`src/hw/rtl/oldf_pkg.sv`:
```
// Shared types for the opcode/length packet deframer.
package oldf_pkg;

    localparam int BYTE_W = 8;

    // Kind of an input word.
    localparam logic FUNC_STREAM = 1'b0;
    localparam logic FUNC_TABLE  = 1'b1;

    // One length table entry: variable-length mark and fixed payload length.
    typedef struct packed {
        logic              variable;
        logic [BYTE_W-1:0] len;
    } entry_t;

endpackage

```
`src/hw/rtl/oldf_len_table.sv`:
```
// Per-opcode length table: synchronous memory with per-entry valid bits.
module oldf_len_table #(
    parameter int TABLE_ENTRIES = 256
) (
    input  logic                 clk,
    input  logic                 rst_n,
    input  logic                 wr_en,
    input  logic [7:0]           wr_addr,
    input  oldf_pkg::entry_t     wr_entry,
    input  logic                 rd_en,
    input  logic [7:0]           rd_addr,
    output oldf_pkg::entry_t     rd_entry
);

    localparam int AW = (TABLE_ENTRIES > 1) ? $clog2(TABLE_ENTRIES) : 1;
    localparam logic [8:0] DEPTH = 9'(TABLE_ENTRIES);

    oldf_pkg::entry_t mem [TABLE_ENTRIES];
    logic [TABLE_ENTRIES-1:0] vld_reg;
    oldf_pkg::entry_t rd_data_reg;
    logic rd_hit_reg;

    logic wr_in_range;
    logic rd_in_range;

    assign wr_in_range = {1'b0, wr_addr} < DEPTH;
    assign rd_in_range = {1'b0, rd_addr} < DEPTH;

    always_ff @(posedge clk)
    begin
        if (wr_en && wr_in_range)
        begin
            mem[wr_addr[AW-1:0]] <= wr_entry;
        end
        if (rd_en)
        begin
            rd_data_reg <= mem[rd_addr[AW-1:0]];
        end
    end

    // Entries never written since reset read as fixed length zero.
    always_ff @(posedge clk or negedge rst_n)
    begin
        if (!rst_n)
        begin
            vld_reg    <= '0;
            rd_hit_reg <= 1'b0;
        end
        else
        begin
            if (wr_en && wr_in_range)
            begin
                vld_reg[wr_addr[AW-1:0]] <= 1'b1;
            end
            if (rd_en)
            begin
                rd_hit_reg <= rd_in_range && vld_reg[rd_addr[AW-1:0]];
            end
        end
    end

    assign rd_entry = rd_hit_reg ? rd_data_reg : '0;

endmodule

```
`src/hw/rtl/oldf_parser.sv`:
```
// Packet parser stage: phase tracking, result formation and output register.
module oldf_parser (
    input  logic             clk,
    input  logic             rst_n,
    input  logic             take,
    input  logic [7:0]       byte_in,
    input  oldf_pkg::entry_t entry,
    input  logic             out_stall,
    output logic             up_stall,
    output logic             out_valid,
    output logic [7:0]       opcode,
    output logic [7:0]       payload_byte,
    output logic             payload_valid,
    output logic [7:0]       byte_index,
    output logic [7:0]       packet_length,
    output logic             last
);

    localparam logic [1:0] PH_OPCODE  = 2'd0;
    localparam logic [1:0] PH_LENGTH  = 2'd1;
    localparam logic [1:0] PH_PAYLOAD = 2'd2;

    logic [1:0] phase_reg, phase_next;
    logic [7:0] cur_op_reg, cur_op_next;
    logic [7:0] exp_len_reg, exp_len_next;
    logic [7:0] seen_reg, seen_next;
    logic       s1_valid_reg, s1_valid_next;
    logic [7:0] s1_byte_reg;
    logic       out_valid_reg, out_valid_next;

    logic [7:0] o_op_reg, o_op_next;
    logic [7:0] o_byte_reg, o_byte_next;
    logic       o_pv_reg, o_pv_next;
    logic [7:0] o_idx_reg, o_idx_next;
    logic [7:0] o_len_reg, o_len_next;
    logic       o_last_reg, o_last_next;

    logic go;
    logic emit;
    logic is_last;

    assign go       = !out_valid_reg || !out_stall;
    assign up_stall = s1_valid_reg && !go;
    assign is_last  = ({1'b0, seen_reg} + 9'd1) >= {1'b0, exp_len_reg};

    always_comb
    begin
        phase_next   = phase_reg;
        cur_op_next  = cur_op_reg;
        exp_len_next = exp_len_reg;
        seen_next    = seen_reg;
        emit         = 1'b0;
        o_op_next    = cur_op_reg;
        o_byte_next  = 8'd0;
        o_pv_next    = 1'b0;
        o_idx_next   = 8'd0;
        o_len_next   = 8'd0;
        o_last_next  = 1'b1;
        if (s1_valid_reg && go)
        begin
            unique case (phase_reg)
                PH_LENGTH:
                begin
                    seen_next = 8'd0;
                    if (s1_byte_reg == 8'd0)
                    begin
                        emit         = 1'b1;
                        phase_next   = PH_OPCODE;
                        exp_len_next = 8'd0;
                    end
                    else
                    begin
                        phase_next   = PH_PAYLOAD;
                        exp_len_next = s1_byte_reg;
                    end
                end
                PH_PAYLOAD:
                begin
                    emit        = 1'b1;
                    o_byte_next = s1_byte_reg;
                    o_pv_next   = 1'b1;
                    o_idx_next  = seen_reg;
                    o_len_next  = exp_len_reg;
                    o_last_next = is_last;
                    if (is_last)
                    begin
                        phase_next = PH_OPCODE;
                        seen_next  = 8'd0;
                    end
                    else
                    begin
                        seen_next = seen_reg + 8'd1;
                    end
                end
                default:
                begin
                    // Opcode byte; the unused phase code behaves the same way.
                    cur_op_next = s1_byte_reg;
                    o_op_next   = s1_byte_reg;
                    seen_next   = 8'd0;
                    if (entry.variable)
                    begin
                        phase_next   = PH_LENGTH;
                        exp_len_next = 8'd0;
                    end
                    else if (entry.len == 8'd0)
                    begin
                        emit         = 1'b1;
                        phase_next   = PH_OPCODE;
                        exp_len_next = 8'd0;
                    end
                    else
                    begin
                        phase_next   = PH_PAYLOAD;
                        exp_len_next = entry.len;
                    end
                end
            endcase
        end
    end

    always_comb
    begin
        if (take)
        begin
            s1_valid_next = 1'b1;
        end
        else if (go)
        begin
            s1_valid_next = 1'b0;
        end
        else
        begin
            s1_valid_next = s1_valid_reg;
        end
        out_valid_next = go ? emit : out_valid_reg;
    end

    always_ff @(posedge clk or negedge rst_n)
    begin
        if (!rst_n)
        begin
            phase_reg     <= PH_OPCODE;
            cur_op_reg    <= 8'd0;
            exp_len_reg   <= 8'd0;
            seen_reg      <= 8'd0;
            s1_valid_reg  <= 1'b0;
            out_valid_reg <= 1'b0;
        end
        else
        begin
            phase_reg     <= phase_next;
            cur_op_reg    <= cur_op_next;
            exp_len_reg   <= exp_len_next;
            seen_reg      <= seen_next;
            s1_valid_reg  <= s1_valid_next;
            out_valid_reg <= out_valid_next;
        end
    end

    always_ff @(posedge clk)
    begin
        if (take)
        begin
            s1_byte_reg <= byte_in;
        end
        if (go && emit)
        begin
            o_op_reg   <= o_op_next;
            o_byte_reg <= o_byte_next;
            o_pv_reg   <= o_pv_next;
            o_idx_reg  <= o_idx_next;
            o_len_reg  <= o_len_next;
            o_last_reg <= o_last_next;
        end
    end

    assign out_valid     = out_valid_reg;
    assign opcode        = o_op_reg;
    assign payload_byte  = o_byte_reg;
    assign payload_valid = o_pv_reg;
    assign byte_index    = o_idx_reg;
    assign packet_length = o_len_reg;
    assign last          = o_last_reg;

    a_empty_is_last: assert property (@(posedge clk) disable iff (!rst_n)
        out_valid_reg && !o_pv_reg |-> o_last_reg)
        else $error("empty packet result not marked last");

    a_index_in_range: assert property (@(posedge clk) disable iff (!rst_n)
        out_valid_reg && o_pv_reg |-> o_idx_reg < o_len_reg)
        else $error("payload index beyond packet length");

    a_payload_len: assert property (@(posedge clk) disable iff (!rst_n)
        phase_reg == PH_PAYLOAD |-> exp_len_reg != 8'd0 && seen_reg < exp_len_reg)
        else $error("payload phase with inconsistent length state");

    a_hold_stage: assert property (@(posedge clk) disable iff (!rst_n)
        s1_valid_reg && !go |=> s1_valid_reg && $stable(s1_byte_reg))
        else $error("held byte lost while output stalled");

endmodule

```
`src/hw/rtl/opcode_length_packet_deframer_core.sv`:
```
// Top level of the opcode/length packet deframer.
//
// Input channel (in_valid / in_stall): each word is either a stream byte
// (func = 0, byte_value) or a length table write (func = 1, table_index,
// table_length, table_variable). A word is taken at a clock edge with
// in_valid high and in_stall low.
// Output channel (out_valid / out_stall): one word per payload byte with its
// opcode, byte_index, packet_length and last flag; an empty packet gives a
// single word with payload_valid low and last high. Opcode and length bytes
// of non-empty packets give no output word.
// Throughput is one input word per cycle while in_stall is low. A stream
// byte reads the length table at acceptance and is resolved at the next
// edge at which the output is not stalled; that edge loads the output register.
// Table writes land in the memory at acceptance and give no output word.
// When the receiver stalls, the output register holds its word; the next
// byte then waits in the parser stage and in_stall rises.
// Reset empties both stages, returns to waiting for an opcode and marks
// every table entry as fixed length zero at once; no clearing pass is run.
module opcode_length_packet_deframer_core #(
    parameter int TABLE_ENTRIES = 256
) (
    input  logic       clk,
    input  logic       rst_n,
    input  logic       in_valid,
    output logic       in_stall,
    input  logic       func,
    input  logic [7:0] byte_value,
    input  logic [7:0] table_index,
    input  logic [7:0] table_length,
    input  logic       table_variable,
    output logic       out_valid,
    input  logic       out_stall,
    output logic [7:0] opcode,
    output logic [7:0] payload_byte,
    output logic       payload_valid,
    output logic [7:0] byte_index,
    output logic [7:0] packet_length,
    output logic       last
);

    logic             accept;
    logic             take;
    logic             wr_en;
    logic             up_stall;
    oldf_pkg::entry_t wr_entry;
    oldf_pkg::entry_t rd_entry;

    assign in_stall = up_stall;
    assign accept   = in_valid && !up_stall;
    assign take     = accept && (func == oldf_pkg::FUNC_STREAM);
    assign wr_en    = accept && (func == oldf_pkg::FUNC_TABLE);

    assign wr_entry.variable = table_variable;
    assign wr_entry.len      = table_length;

    oldf_len_table #(
        .TABLE_ENTRIES(TABLE_ENTRIES)
    ) u_table (
        .clk      (clk),
        .rst_n    (rst_n),
        .wr_en    (wr_en),
        .wr_addr  (table_index),
        .wr_entry (wr_entry),
        .rd_en    (take),
        .rd_addr  (byte_value),
        .rd_entry (rd_entry)
    );

    oldf_parser u_parser (
        .clk           (clk),
        .rst_n         (rst_n),
        .take          (take),
        .byte_in       (byte_value),
        .entry         (rd_entry),
        .out_stall     (out_stall),
        .up_stall      (up_stall),
        .out_valid     (out_valid),
        .opcode        (opcode),
        .payload_byte  (payload_byte),
        .payload_valid (payload_valid),
        .byte_index    (byte_index),
        .packet_length (packet_length),
        .last          (last)
    );

endmodule

```
`config.mk`:
```
export PLATFORM = sky130hd
export DESIGN_NAME = opcode_length_packet_deframer_core
export DESIGN_NICKNAME = d
export VERILOG_FILES = /design/src/hw/rtl/oldf_pkg.sv /design/src/hw/rtl/oldf_len_table.sv /design/src/hw/rtl/oldf_parser.sv /design/src/hw/rtl/opcode_length_packet_deframer_core.sv
export SDC_FILE = /design/constraint.sdc
export NUM_CORES = 2
export LEC_CHECK = 0
export BUFFER_PORTS_ARGS = -buffer_cell sky130_fd_sc_hd__buf_2
export CAP_MARGIN = 20
export CORE_AREA = 5 5 417 419
export CTS_CLUSTER_DIAMETER = 200
export DETAILED_ROUTE_END_ITERATION = 10
export DIE_AREA = 0 0 422 424
export GPL_TIMING_DRIVEN = 1
export PLACE_DENSITY_LB_ADDON = 0.2
export REMOVE_ABC_BUFFERS = 1
export SLEW_MARGIN = 30
export SYNTH_ARGS = -nofsm -noshare
export SYNTH_HDL_FRONTEND = slang
export SYNTH_SLANG_ARGS = --single-unit
```
`constraint.sdc`:
```
create_clock -name clk -period 4.15 [get_ports clk]
set_input_delay 0.83 -clock clk [delete_from_list [all_inputs] [get_ports clk]]
set_output_delay 0.83 -clock clk [all_outputs]
set_load 0.01 [all_outputs]
```
After elaboration in Yosys (flattened, before gate mapping)

Memories as Yosys holds them, arrays and structs flattened. A register that Yosys moved wholly into a read port is not among the register bits.
Cells that the tools add are included.

Add/subtract/negate cells: 2
Multipliers: 0
Divide/modulo/power cells: 0
Magnitude comparators: 4
Eq/ne operators: 3
Shift operators: 0
Multiplexer cells: 28
Bitwise operators: 3
Reductions and logical operators: 19

Operators with widths:

| kind                                                              | count |
|---|---|
| OR 256 bit                                                        | 1 |
| two-way mux 8 bit                                                 | 7 |
| < comparator 8 x 9 -> 1 bit, second input constant                | 2 |
| zero test 8 bit                                                   | 2 |
| one-hot mux 8 bit (2 select lines)                                | 1 |
| two-way mux 1 bit                                                 | 11 |
| adder 8 x 1 -> 9 bit, second input constant                       | 1 |
| greater-or-equal comparator 9 x 8 -> 1 bit                        | 1 |
| two-way mux 9 bit                                                 | 1 |
| adder 8 x 1 -> 8 bit, second input constant                       | 1 |
| binary-select mux 1 bit (select 8 bit)                            | 1 |
| demux 1 bit (select 8 bit)                                        | 1 |
| greater-or-equal comparator 8 x 1 -> 1 bit, second input constant | 1 |
| two-way mux 2 bit                                                 | 4 |
| logical AND 1 bit                                                 | 7 |
| AND reduction 2 bit                                               | 3 |
| zero test 1 bit                                                   | 4 |
| one-hot mux 2 bit (2 select lines)                                | 1 |
| == test 2 x 1 -> 1 bit, second input constant                     | 1 |
| == test 2 bit, second input constant                              | 1 |
| != test 2 x 1 -> 1 bit, second input constant                     | 1 |
| NOT 1 bit                                                         | 2 |
| one-hot mux 1 bit (2 select lines)                                | 1 |
| nonzero test 2 bit                                                | 1 |
| 2 further kinds                                                   | 2 |

Flip-flop bits (word level): 327
Bits in latches: 0
Bits in writable memories: 2304
Bits in read-only memories: 0
Bits of input ports: 30
Output and inout bits: 36
Word-level logic and storage cells: 75
Memories: 1

Memory list:

| memory      | words | bits a word | read ports | clocked after memory_dff | write ports | line                 | RTL |
|---|---|---|---|---|---|---|---|
| u_table.mem | 256   | 9           | 1          | 1                        | 1           | oldf_len_table.sv:18 | `oldf_pkg::entry_t mem [TABLE_ENTRIES];` |

Logic depth before layout (Yosys ltp)

Depth after elaboration: 9
Gate-level depth with buffers: 12
Gate-level depth less buffers: 12

Cells and area by module

From an unflattened synthesis, not the netlist that was laid out.

Cells, all modules: 4933
Area, all modules: 101472.3 um^2

Modules (own cells, without submodules):

| module                             | instances | cells each | area an instance (um^2) | sequential area each (um^2) |
|---|---|---|---|---|
| oldf_len_table                     | 1         | 4691       | 98369.3                 | 75887.8 |
| oldf_parser                        | 1         | 240        | 3081.7                  | 1961.9 |
| opcode_length_packet_deframer_core | 1         | 2          | 21.3                    | 0.0 |

Least setup slack after synthesis

No wires, ideal clock.

Path kind: register to register
From: register u_table.rd_data_reg[4] (netlist name)
To: register u_parser.o_idx_reg[0], in the netlist u_parser.byte_index[0] (enable)
Setup time: 0.427 ns
Arrival time: 2.656 ns
Data required time: 3.723 ns
Slack: 1.068 ns
Cell stages (with the launch flop): 5
Buffers on the path: 0
Clock period less this slack: 3.082 ns
Cell sequence: edfxtp_1 or4_1 o21ai_0 a31oi_1 nor2_1

Longest elaborated chain between the ends: 7

Ends and longest elaborated chain:

| item                               | line                 | RTL |
|---|---|---|
| two-way mux 9 bit                  | oldf_len_table.sv:62 | `assign rd_entry = rd_hit_reg ? rd_data_reg : '0;` |
| zero test 8 bit                    | oldf_parser.sv:106   | `else if (entry.len == 8'd0)` |
| two-way mux 1 bit                  | oldf_parser.sv:106   |  |
| two-way mux 1 bit                  | oldf_parser.sv:101   | `if (entry.variable)` |
| one-hot mux 1 bit (2 select lines) | oldf_parser.sv:61    | `unique case (phase_reg)` |
| two-way mux 1 bit                  | oldf_parser.sv:59    | `if (s1_valid_reg && go)` |
| logical AND 1 bit                  | oldf_parser.sv:167   | `if (go && emit)` |
| end signal: assignment             | oldf_parser.sv:172   | `o_idx_reg <= o_idx_next;` |
| end: declaration                   | oldf_parser.sv:34    | `logic [7:0] o_idx_reg, o_idx_next;` |

Every way passes these cells.
A chain may end at the register's enable or synchronous reset.

==> metrics.txt <==
Synth top area share=about 70%; Post-synth top cells=edfxtp_1, mux4_2, a22oi_1, dfrtp_1, nor2_1; Area contributors post-synth=edfxtp_1, mux4_2, dfrtp_1, a22oi_1, or2_2; DR DRC count=0; post-CTS sizing=0; routed vias=between 50k and 60k; async set or reset register ratio after synthesis=10.8%; clock root cell=clkbuf_16; RSZ-0062 raised after global routing=no; CTS clock-pin slew for the worst setup and hold paths=0.06 ns; slew at the pin closest to its max-slew limit=between 1 and 1.5 ns; crit path DAT=roughly 4.2 ns; worst-case clock buffer depth=4; dpl hpwl=between 150000 and 200000 um; die height=around 420 um; status=completed; grt total ovfl=0; first-pass GRT wire length=around 370000 um; Yosys reg bits=between 2k and 3k; Tcrit/Tclk final=between 80% and 90%; CTS tree=yes; Syn. warnings=0; Peak Freq=between 200 and 300 MHz; port bufs=65; total track usage=about 28%; IO Count=66; drt first pass iters=6; drt total wl=around 250000 um; clock sinks=2640; Leak=39.8 nW; cts bufs inserted=about 280; Mean Syn Cell Area=between 20 and 25 um2; Gate Count Post-Synth=approximately 4.9k; vias per inst=~6.6; CP startpoint kind=input pin; relative slew slack=31.2%; Post-synth EDFFs=2355; placement row count=152; H-Tree Depth=5; Hold WS=about 0.2 ns; Worst EP required=4.81 ns; Setup Skew=0.0404 ns; Final ANT Viol Nets=0; pwr dens=about 480 nW/um2; worst-path fanout max=30; design area=around 120000 um2; largest net degree at the start of global routing=~130; share of layout cells above drive strength 1=between 30% and 40%; area leader, netlist=edfxtp_1; fin crit period=approximately 3.5 ns; Die W=422 um; area grow syn2layout=15.0%; Max-Cap Viols=0; max-slew violation count=0; sequential element share of the synthesized area=approximately 77%; # setup viols final=0; Routed WL per cell=around 32 um; critical path class=input pin to flip-flop; synthesized cell area=slightly above 100000 um2; Layout Nets=~5.5k; RD Place Congestion=0.868; vias in the first global route=approximately 52k; library cells used by synthesis=48; Hold WC Path Type=input pin to flip-flop; Worst setup EP type=flip-flop; Core Box Area=between 150000 and 200000 um2; max FFs per register=2304; Iter 0 DRT Violations=a little under 7k; Placed Area=between 100000 and 150000 um2; most common cell in the netlist=edfxtp_1; endpoints failing hold=0; Max VDD drop=approximately 0.00044 V; die area=around 180000 um2; Initial Util=59.5%; worst skew pair latency=0.91 ns; initial antenna violation count=12; top_reg_cell synth=edfxtp_1
## power breakdown
part | total (mW) | internal (mW) | switching, mW
clock network | 23.7 | 13.9 | 9.78
registers | 29.5 | 29.3 | 0.188
logic | 3.29 | 1.27 | 2.02
## layout make-up
type | instances | area (um2)
antenna | 4 | 10.0
clock buffer | 369 | 7600
clock inverter | 114 | 1020
fill | 10300 | 53700
inverter | 14 | 52.6
multi-input combinational | 1944 | 22100
sequential | 2640 | 77800
tap | 2233 | 2790
timing repair buffer | 574 | 5060
## through the flow
stage               power [mW]  utilization [%]  setup WS (ns)  cells  TNS (ns)
floorplan                 31.4                -          -2.97   4598    -26.46
CTS                       56.8             68.4          0.771   7885         0
detailed placement        33.3             63.3         -0.192   7401    -0.414
global placement          33.2             63.3         -0.203   7401    -0.332
finish                    56.5             68.4          0.618   7892         0
global route              58.2             68.4          0.630   7890         0
## cell usage in the layout (no fill, tap or decap), types with 13 or more instances in the layout
| cell | Yosys | routed |
|---|---|---|
| clkbuf_1 | 144 | 69 |
| o22ai_1 | 19 | 19 |
| nor2_1 | 282 | 280 |
| bufinv_16 | 0 | 17 |
| and2_1 | 29 | 28 |
| o21ai_0 | 15 | 15 |
| a21oi_1 | 159 | 159 |
| inv_1 | 13 | 13 |
| clkbuf_8 | 0 | 20 |
| buf_12 | 0 | 59 |
| a22oi_1 | 303 | 303 |
| buf_2 | 63 | 53 |
| or2_2 | 260 | 260 |
| edfxtp_1 | 2355 | 2355 |
| clkbuf_16 | 0 | 285 |
| mux2i_1 | 15 | 15 |
| nor4_1 | 39 | 39 |
| mux4_2 | 638 | 638 |
| clkinv_2 | 0 | 47 |
| clkinv_1 | 1 | 34 |
| nand2_1 | 57 | 55 |
| dfrtp_1 | 285 | 285 |
| nand3_1 | 21 | 15 |
| buf_4 | 14 | 446 |
## path summary, 6_finish.rpt
path                                      start                endpoint  depth (start not counted)  slack (ns)
min in group asynchronous                 rst_n     u_table.vld_reg[21]                          2        0.49
max in group asynchronous                 rst_n  u_parser.cur_op_reg[4]                          3        2.73
hold / removal                        out_stall      u_parser.out_valid                          2        0.20
setup / recovery                  byte_value[0]  u_table.rd_data_reg[3]                         10        0.62
hold reg to reg            u_table.vld_reg[145]    u_table.vld_reg[145]                          1        0.46
setup reg to reg             u_table.mem[55][2]  u_table.rd_data_reg[2]                          7        0.97
## metal layers
layer  track usage (%)  vias up  routed length, um
met2              44.4     3028             122000
met1              40.9    27600              97400
li1                  -    21200                  -
met4              9.29        4               8740
met3              6.12      488              24000
met5                 0        -                 27
## critical path, stage by stage
cell and delay [ns]:
buf_8 0.20, buf_12 0.31, buf_4 0.29, mux4_2 0.53, a22oi_1 0.34, a21oi_1 0.27, nor4_1 0.55, buf_4 0.21
o22ai_1 0.27, or2_1 0.33
## cell families (layout without fill, tap and decap cells)
| group | Yosys count | after routing | share of synthesized area, % |
|---|---|---|---|
| AO/OA/AOI/OAI | 525 | 525 | 3.45 |
| buffers and inverters | 286 | 1071 | 1.35 |
| flip-flops | 2640 | 2640 | 76.9 |
| multiplexers | 663 | 663 | 14.4 |
| AND/OR/NAND/NOR | 739 | 739 | 3.70 |
| other | 0 | 4 | 0 |
| XOR/XNOR | 6 | 6 | 0.0519 |
| adder cells (fa/ha/maj) | 11 | 11 | 0.136 |
## timing repair
action	CTS	global route
buffers inserted	0	0
hold endpoints to repair	54	0
setup endpoints to repair	0	0
hold buffers	1	0
No activity file was read; power rests on OpenSTA's default activity.
